## src/rtl/ubx_pkg.sv

```systemverilog
// ubx_pkg: shared types and codes for the binary gnss frame parser
// parser phases, register indexes, report kinds, config and result structs
// no dependencies
`timescale 1ns / 1ps

package ubx_pkg;

   // parser phases
   localparam logic [3:0] PH_SYNC1   = 4'd0;
   localparam logic [3:0] PH_SYNC2   = 4'd1;
   localparam logic [3:0] PH_CLASS   = 4'd2;
   localparam logic [3:0] PH_ID      = 4'd3;
   localparam logic [3:0] PH_LEN_LO  = 4'd4;
   localparam logic [3:0] PH_LEN_HI  = 4'd5;
   localparam logic [3:0] PH_PAYLOAD = 4'd6;
   localparam logic [3:0] PH_CHECK_A = 4'd7;
   localparam logic [3:0] PH_CHECK_B = 4'd8;

   // register indexes on the csr port
   localparam logic [1:0] REG_SYNC_FIRST   = 2'd0;
   localparam logic [1:0] REG_SYNC_SECOND  = 2'd1;
   localparam logic [1:0] REG_LENGTH_LIMIT = 2'd2;

   // reset values of the registers
   localparam logic [7:0]  SYNC_FIRST_RST   = 8'd181;
   localparam logic [7:0]  SYNC_SECOND_RST  = 8'd98;
   localparam logic [15:0] LENGTH_LIMIT_RST = 16'd1024;

   // report kinds
   localparam logic [1:0] KIND_PAYLOAD   = 2'd0;
   localparam logic [1:0] KIND_GOOD      = 2'd1;
   localparam logic [1:0] KIND_BAD_SUM   = 2'd2;
   localparam logic [1:0] KIND_TOO_LONG  = 2'd3;

   typedef struct packed {
      logic [7:0]  sync_first;
      logic [7:0]  sync_second;
      logic [15:0] length_limit;
   } cfg_type;

   typedef struct packed {
      logic [1:0]  kind;
      logic [7:0]  msg_class;
      logic [7:0]  msg_id;
      logic [7:0]  payload_byte;
      logic [15:0] byte_index;
      logic [15:0] frame_length;
   } rsp_type;

endpackage

```

## src/rtl/ubx_csr.sv

```systemverilog
// ubx_csr: configuration registers (sync values and length limit)
// depends on ubx_pkg
`timescale 1ns / 1ps

module ubx_csr
   import ubx_pkg::*;
(
   input  logic        clock,
   input  logic        reset,
   input  logic        csr_valid,
   output logic        csr_ready,
   input  logic [1:0]  csr_index,
   input  logic [15:0] csr_data,
   output cfg_type     cfg
);

   cfg_type cfg_ff;
   cfg_type cfg_in;

   assign csr_ready = 1'b1;

   // register write decode; unknown index is dropped
   always_comb begin
      cfg_in = cfg_ff;
      if (csr_valid) begin
         case (csr_index)
            REG_SYNC_FIRST:   cfg_in.sync_first   = csr_data[7:0];
            REG_SYNC_SECOND:  cfg_in.sync_second  = csr_data[7:0];
            REG_LENGTH_LIMIT: cfg_in.length_limit = csr_data;
            default:          cfg_in = cfg_ff;
         endcase
      end
   end

   always_ff @(posedge clock) begin
      if (reset) begin
         cfg_ff.sync_first   <= SYNC_FIRST_RST;
         cfg_ff.sync_second  <= SYNC_SECOND_RST;
         cfg_ff.length_limit <= LENGTH_LIMIT_RST;
      end else begin
         cfg_ff <= cfg_in;
      end
   end

   assign cfg = cfg_ff;

endmodule

```

## src/rtl/ubx_core.sv

```systemverilog
// ubx_core: frame state machine, fletcher checksum and result register
// depends on ubx_pkg; configuration comes from ubx_csr
`timescale 1ns / 1ps

module ubx_core
   import ubx_pkg::*;
(
   input  logic    clock,
   input  logic    reset,
   input  cfg_type cfg,
   input  logic    req_valid,
   output logic    req_stall,
   input  logic [7:0] req_rx_byte,
   output logic    rsp_valid,
   input  logic    rsp_stall,
   output rsp_type rsp
);

   logic [3:0]  phase_ff, phase_in;
   logic [7:0]  class_ff, class_in;
   logic [7:0]  id_ff, id_in;
   logic [15:0] length_ff, length_in;
   logic [15:0] count_ff, count_in;
   logic [7:0]  sum_a_ff, sum_a_in;
   logic [7:0]  sum_b_ff, sum_b_in;
   logic [7:0]  check_a_ff, check_a_in;
   logic        rsp_valid_ff, rsp_valid_in;
   rsp_type     rsp_ff, rsp_in;

   logic        load_ok;
   logic        accept;
   logic        res_valid;
   rsp_type     res;
   logic [7:0]  b;
   logic [7:0]  fa;
   logic [7:0]  fb;
   logic [15:0] len_new;
   logic [15:0] count_inc;

   // result register frees when empty or being taken
   assign load_ok   = !rsp_valid_ff || !rsp_stall;
   assign req_stall = !load_ok;
   assign accept    = req_valid && load_ok;

   assign b         = req_rx_byte;
   assign fa        = sum_a_ff + b;
   assign fb        = sum_b_ff + fa;
   assign len_new   = length_ff | {b, 8'd0};
   assign count_inc = count_ff + 16'd1;

   // next frame state and optional report for the current word
   always_comb begin
      phase_in   = phase_ff;
      class_in   = class_ff;
      id_in      = id_ff;
      length_in  = length_ff;
      count_in   = count_ff;
      sum_a_in   = sum_a_ff;
      sum_b_in   = sum_b_ff;
      check_a_in = check_a_ff;
      res_valid  = 1'b0;
      res.kind         = KIND_PAYLOAD;
      res.msg_class    = class_ff;
      res.msg_id       = id_ff;
      res.payload_byte = 8'd0;
      res.byte_index   = 16'd0;
      res.frame_length = length_ff;
      case (phase_ff)
         PH_SYNC2: begin
            if (b == cfg.sync_second) begin
               phase_in = PH_CLASS;
            end else if (b == cfg.sync_first) begin
               phase_in = PH_SYNC2;
            end else begin
               phase_in = PH_SYNC1;
            end
         end
         PH_CLASS: begin
            class_in = b;
            sum_a_in = b;
            sum_b_in = b;
            phase_in = PH_ID;
         end
         PH_ID: begin
            id_in    = b;
            sum_a_in = fa;
            sum_b_in = fb;
            phase_in = PH_LEN_LO;
         end
         PH_LEN_LO: begin
            length_in = {8'd0, b};
            sum_a_in  = fa;
            sum_b_in  = fb;
            phase_in  = PH_LEN_HI;
         end
         PH_LEN_HI: begin
            sum_a_in = fa;
            sum_b_in = fb;
            count_in = 16'd0;
            if (len_new > cfg.length_limit) begin
               // oversize header: report and drop the frame
               res_valid        = 1'b1;
               res.kind         = KIND_TOO_LONG;
               res.frame_length = len_new;
               class_in   = 8'd0;
               id_in      = 8'd0;
               length_in  = 16'd0;
               sum_a_in   = 8'd0;
               sum_b_in   = 8'd0;
               check_a_in = 8'd0;
               phase_in   = (b == cfg.sync_first) ? PH_SYNC2 : PH_SYNC1;
            end else begin
               length_in = len_new;
               phase_in  = (len_new == 16'd0) ? PH_CHECK_A : PH_PAYLOAD;
            end
         end
         PH_PAYLOAD: begin
            res_valid        = 1'b1;
            res.kind         = KIND_PAYLOAD;
            res.payload_byte = b;
            res.byte_index   = count_ff;
            sum_a_in = fa;
            sum_b_in = fb;
            count_in = count_inc;
            if (count_inc >= length_ff) begin
               phase_in = PH_CHECK_A;
            end
         end
         PH_CHECK_A: begin
            check_a_in = b;
            phase_in   = PH_CHECK_B;
         end
         PH_CHECK_B: begin
            res_valid = 1'b1;
            res.kind  = ((check_a_ff == sum_a_ff) && (b == sum_b_ff)) ?
                        KIND_GOOD : KIND_BAD_SUM;
            phase_in   = PH_SYNC1;
            class_in   = 8'd0;
            id_in      = 8'd0;
            length_in  = 16'd0;
            count_in   = 16'd0;
            sum_a_in   = 8'd0;
            sum_b_in   = 8'd0;
            check_a_in = 8'd0;
         end
         default: begin
            // hunting for the first sync byte
            if (b == cfg.sync_first) begin
               phase_in   = PH_SYNC2;
               class_in   = 8'd0;
               id_in      = 8'd0;
               length_in  = 16'd0;
               count_in   = 16'd0;
               sum_a_in   = 8'd0;
               sum_b_in   = 8'd0;
               check_a_in = 8'd0;
            end else begin
               phase_in = PH_SYNC1;
            end
         end
      endcase
   end

   // result register control
   always_comb begin
      rsp_valid_in = rsp_valid_ff;
      rsp_in       = rsp_ff;
      if (load_ok) begin
         rsp_valid_in = accept && res_valid;
         if (accept && res_valid) begin
            rsp_in = res;
         end
      end
   end

   // control state
   always_ff @(posedge clock) begin
      if (reset) begin
         phase_ff     <= PH_SYNC1;
         class_ff     <= 8'd0;
         id_ff        <= 8'd0;
         length_ff    <= 16'd0;
         count_ff     <= 16'd0;
         sum_a_ff     <= 8'd0;
         sum_b_ff     <= 8'd0;
         check_a_ff   <= 8'd0;
         rsp_valid_ff <= 1'b0;
      end else begin
         rsp_valid_ff <= rsp_valid_in;
         if (accept) begin
            phase_ff   <= phase_in;
            class_ff   <= class_in;
            id_ff      <= id_in;
            length_ff  <= length_in;
            count_ff   <= count_in;
            sum_a_ff   <= sum_a_in;
            sum_b_ff   <= sum_b_in;
            check_a_ff <= check_a_in;
         end
      end
   end

   // result payload
   always_ff @(posedge clock) begin
      rsp_ff <= rsp_in;
   end

   assign rsp_valid = rsp_valid_ff;
   assign rsp       = rsp_ff;

endmodule

```

## src/rtl/ubx_frame_parser.sv

```systemverilog
// ubx_frame_parser: top level of the byte-serial binary gnss frame deframer
// depends on ubx_pkg, ubx_csr and ubx_core
//
//   channel  direction  handshake             payload
//   req      in         req_valid/req_stall   req_rx_byte
//   rsp      out        rsp_valid/rsp_stall   rsp_kind .. rsp_frame_length
//   csr      in         csr_valid/csr_ready   csr_index, csr_data
//
// one word accepted per cycle while req_stall is low; a report appears in the cycle after its word
// the per-word state update and 8-bit checksum add sit before one result register
// req_stall is high only while a held report is stalled downstream
// synchronous reset returns to sync hunt and restores the register defaults
`timescale 1ns / 1ps

module ubx_frame_parser
   import ubx_pkg::*;
(
   input  logic        clock,
   input  logic        reset,
   input  logic        req_valid,
   output logic        req_stall,
   input  logic [7:0]  req_rx_byte,
   output logic        rsp_valid,
   input  logic        rsp_stall,
   output logic [1:0]  rsp_kind,
   output logic [7:0]  rsp_msg_class,
   output logic [7:0]  rsp_msg_id,
   output logic [7:0]  rsp_payload_byte,
   output logic [15:0] rsp_byte_index,
   output logic [15:0] rsp_frame_length,
   input  logic        csr_valid,
   output logic        csr_ready,
   input  logic [1:0]  csr_index,
   input  logic [15:0] csr_data
);

   cfg_type cfg;
   rsp_type rsp;

   // configuration registers
   ubx_csr u_csr (
      .clock     (clock),
      .reset     (reset),
      .csr_valid (csr_valid),
      .csr_ready (csr_ready),
      .csr_index (csr_index),
      .csr_data  (csr_data),
      .cfg       (cfg)
   );

   // parser and result register
   ubx_core u_core (
      .clock       (clock),
      .reset       (reset),
      .cfg         (cfg),
      .req_valid   (req_valid),
      .req_stall   (req_stall),
      .req_rx_byte (req_rx_byte),
      .rsp_valid   (rsp_valid),
      .rsp_stall   (rsp_stall),
      .rsp         (rsp)
   );

   assign rsp_kind         = rsp.kind;
   assign rsp_msg_class    = rsp.msg_class;
   assign rsp_msg_id       = rsp.msg_id;
   assign rsp_payload_byte = rsp.payload_byte;
   assign rsp_byte_index   = rsp.byte_index;
   assign rsp_frame_length = rsp.frame_length;

endmodule

```

## config.mk

```make
export PLATFORM = sky130hd
export DESIGN_NAME = ubx_frame_parser
export DESIGN_NICKNAME = d
export VERILOG_FILES = /design/src/rtl/ubx_pkg.sv /design/src/rtl/ubx_csr.sv /design/src/rtl/ubx_core.sv /design/src/rtl/ubx_frame_parser.sv
export SDC_FILE = /design/constraint.sdc
export NUM_CORES = 1
export LEC_CHECK = 0
export BUFFER_PORTS_ARGS = -buffer_cell sky130_fd_sc_hd__buf_4
export CAP_MARGIN = 15
export CORE_ASPECT_RATIO = 1.1
export CORE_UTILIZATION = 53
export DETAILED_ROUTE_END_ITERATION = 16
export PLACE_DENSITY_LB_ADDON = 0.2
export RECOVER_POWER = 50
export SLEW_MARGIN = 5
export SYNTH_ARGS = -nofsm -noshare
export SYNTH_HDL_FRONTEND = slang
export SYNTH_SLANG_ARGS = --single-unit
```

## constraint.sdc

```tcl
create_clock -name clock -period 5.2 [get_ports clock]
set_input_delay 0.52 -clock clock [delete_from_list [all_inputs] [get_ports clock]]
set_output_delay 0.52 -clock clock [all_outputs]
set_load 0.1 [all_outputs]
```

==> qor.yml <==
hold_class: "in2reg"
netlist_area_um2: 8280
dieArea_um2: 16100
violations: "max-capacitance violations, max-slew violations"
synthCells: 852
setup_viol: 0
whs_path_depth: 3
avgRoutedWirePerCell_um: 17.8
grt_pass1_vias: 6097
chipHeight_um: 133
antenna_found_initial: 0
met1_usage: 0.372
rsz0062_at_grt: "no"
multiInputGateArea_um2: 4000
rows: 47
synth.most_common_cell: "dfxtp_1"
cts_resized: 0
hold_viol_final: 0
worst_slack_ns: 1.17
final_cells: 1131
drtIter0Drc: 537
fin_skew_ns: 0.00734
yosys-top-cells-area: "dfxtp_1 26%, edfxtp_1 21%, ha_1 7.1%"
max-vdd-ir-drop_v: 0.000185
viasPerCell: 5.73
fmax_mhz: 248
synth_area_per_cell_um2: 9.72
regArea_um2: 3920
start_util: 0.546
routed_wl_um: 20100
num_io_pins: 92
grt_first_pass_wirelength_um: 32100
critPathLaunchType: "input pin"
power.leakage_nw: 3.81
firstDrtPassIters: 5
routabilityCongestion: 0.884
rr_worst_depth: 12
drive_gt1_frac: 0.0898
synth_seq_cells: 167
max_cap_violations: 3
clock_latency_ns: 0.43
pwr_density_cell_nw_per_um2: 339
ys.flop_type: "dfxtp_1"
grtUsageMet2: 0.393
die_x_um: 121
grt_use_total: 0.260
top_usage_layer: "met2"
post_cts_buffers: 0
h-tree-depth: 4
seq_area_frac_synth: 0.474
final_nets: 1002
netlist.area_leader.share: 0.263
critPathCaptureType: "register"
synth_top_area_cell: "dfxtp_1"
use_met3: 0.0561
period_minus_slack_ns: 4.03
port_buffers: 90
whs_ns: 0.333
remaining_drc_errors: 0
overflow: 0
final-max-slew-violation-count: 86
cts_buffers: 17
cp.arrival_ns: 4.35
required_ns: 5.52
worstMarginPinSlew_ns: 2.85
synth_warnings: 0
cts.sinks: 167
tns_ns: 0
final_cell_area_um2: 9400
dp_hpwl_um: 14000
p_total_mw: 3.18
placedCellCount: 1099
crit_fanout: 58
cts_root_buffer: "clkbuf_16"
place_ws_ns: 1.37
ant_nets: 0
area_growth_pct: 13.4
synth-edff-count: 58
worst-setup-path-type: "in2reg"
clockBufferDepth: 2
fillers: 1352
period_share: 0.776
cts_tree: "yes"
slew_headroom: -0.903
antenna_cells: 0
post-route-util: 0.619
syn_nets: 932
postPlaceCellArea_um2: 9060
synth_common_cells: "109 x dfxtp_1, 102 x nand2_1, 65 x nor2_1, 58 x edfxtp_1, 55 x a21oi_1"
grt_max_degree: 59
ys_types: 65
cts_hold_buffers: 0
async_flop_share: 0
clk_pin_slew_ns: 0.06
coreArea_um2: 15200
status: "complete, but fails checks"
vias: 6485
[critical path: stages]
cell,delay [ns]
clkbuf_1,1.97
inv_1,0.09
clkbuf_1,0.68
and2_1,0.58
a221o_1,0.43
[logic make-up (layout without fill, tap and decap cells)]
| logic type | count (synthesis) | count (layout) | share of synthesized area |
|---|---|---|---|
| AOI/OAI and AO/OA | 167 | 167 | 0.141 |
| xor gates and xnor gates | 58 | 58 | 0.0630 |
| adders and majority gates | 50 | 50 | 0.0771 |
| buffers and inverters | 90 | 173 | 0.0438 |
| DFF | 167 | 167 | 0.474 |
| muxes | 26 | 26 | 0.0314 |
| other | 1 | 1 | 0.000453 |
| and+or+nand+nor | 293 | 293 | 0.169 |
[sequential cells by signal (all words and copies together), names as in the netlist]
signal and cells:
u_core.sum_a_ff 8, u_core.sum_b_ff 8, u_core.class_ff 8, u_core.id_ff 8, u_core.length_ff 16, u_core.rsp_valid 1
u_core.count_ff 16, u_core.phase_ff 4, u_csr.cfg 32, u_core.rsp 58, u_core.check_a_ff 8
[path summary, 6_finish.rpt]
kind	slack [ns]	start	to
setup / recovery	1.17	reset	u_core.sum_b_ff[3]$_SDFFE_PP0P_
hold / removal	0.33	csr_data[5]	u_csr.cfg[21]$_SDFFE_PP1P_
setup reg to reg	1.60	u_core.count_ff[0]$_SDFFE_PP0P_	u_core.phase_ff[3]$_SDFFE_PP0P_
hold reg to reg	0.45	u_core.id_ff[6]$_SDFFE_PP0P_	u_core.rsp[46]$_DFFE_PP_
[where the power goes]
part	internal [mW]	total [mW]	switching, mW
logic	0.166	0.499	0.333
clock network	0.707	1.24	0.528
registers	1.40	1.45	0.0499
[final cells by class]
type	instances	share of cell area
inverters	45	0.0180
well taps	196	0.0261
multi-input cells	595	0.426
clock inverters	15	0.0162
repair buffers	96	0.0507
flip-flops and latches	167	0.418
clock buffers	17	0.0453
[routing by layer]
metal | share of wire | vias to the layer above
met2 | 0.46 | 229
met3 | 0.063 | 27
met1 | 0.46 | 3049
met4 | 0.015 | 0
met5 | 0 | -
li1 | - | 3180
[layout by cell type (no fill, tap or decap), types with 4 or more instances in the layout]
cell type / instances
clkbuf_16: 17
buf_4: 31
nand3_1: 14
a22oi_1: 11
o21ai_0: 20
a311oi_1: 7
ha_1: 47
and3_1: 29
nor2_1: 64
clkinv_1: 4
and2_1: 9
a211oi_1: 6
a31o_2: 8
a21oi_1: 55
a221o_1: 15
xnor2_1: 31
clkinv_4: 5
edfxtp_1: 58
nand2b_1: 9
nor4_1: 9
o21a_1: 4
nand2_1: 102
xor2_1: 26
nor2b_1: 8
o211ai_1: 5
dfxtp_1: 109
or2_2: 11
clkbuf_1: 65
nand4_1: 12
mux2i_1: 26
a22o_1: 8
inv_1: 45
nor3_1: 17
(Power assumes the default switching activity.)
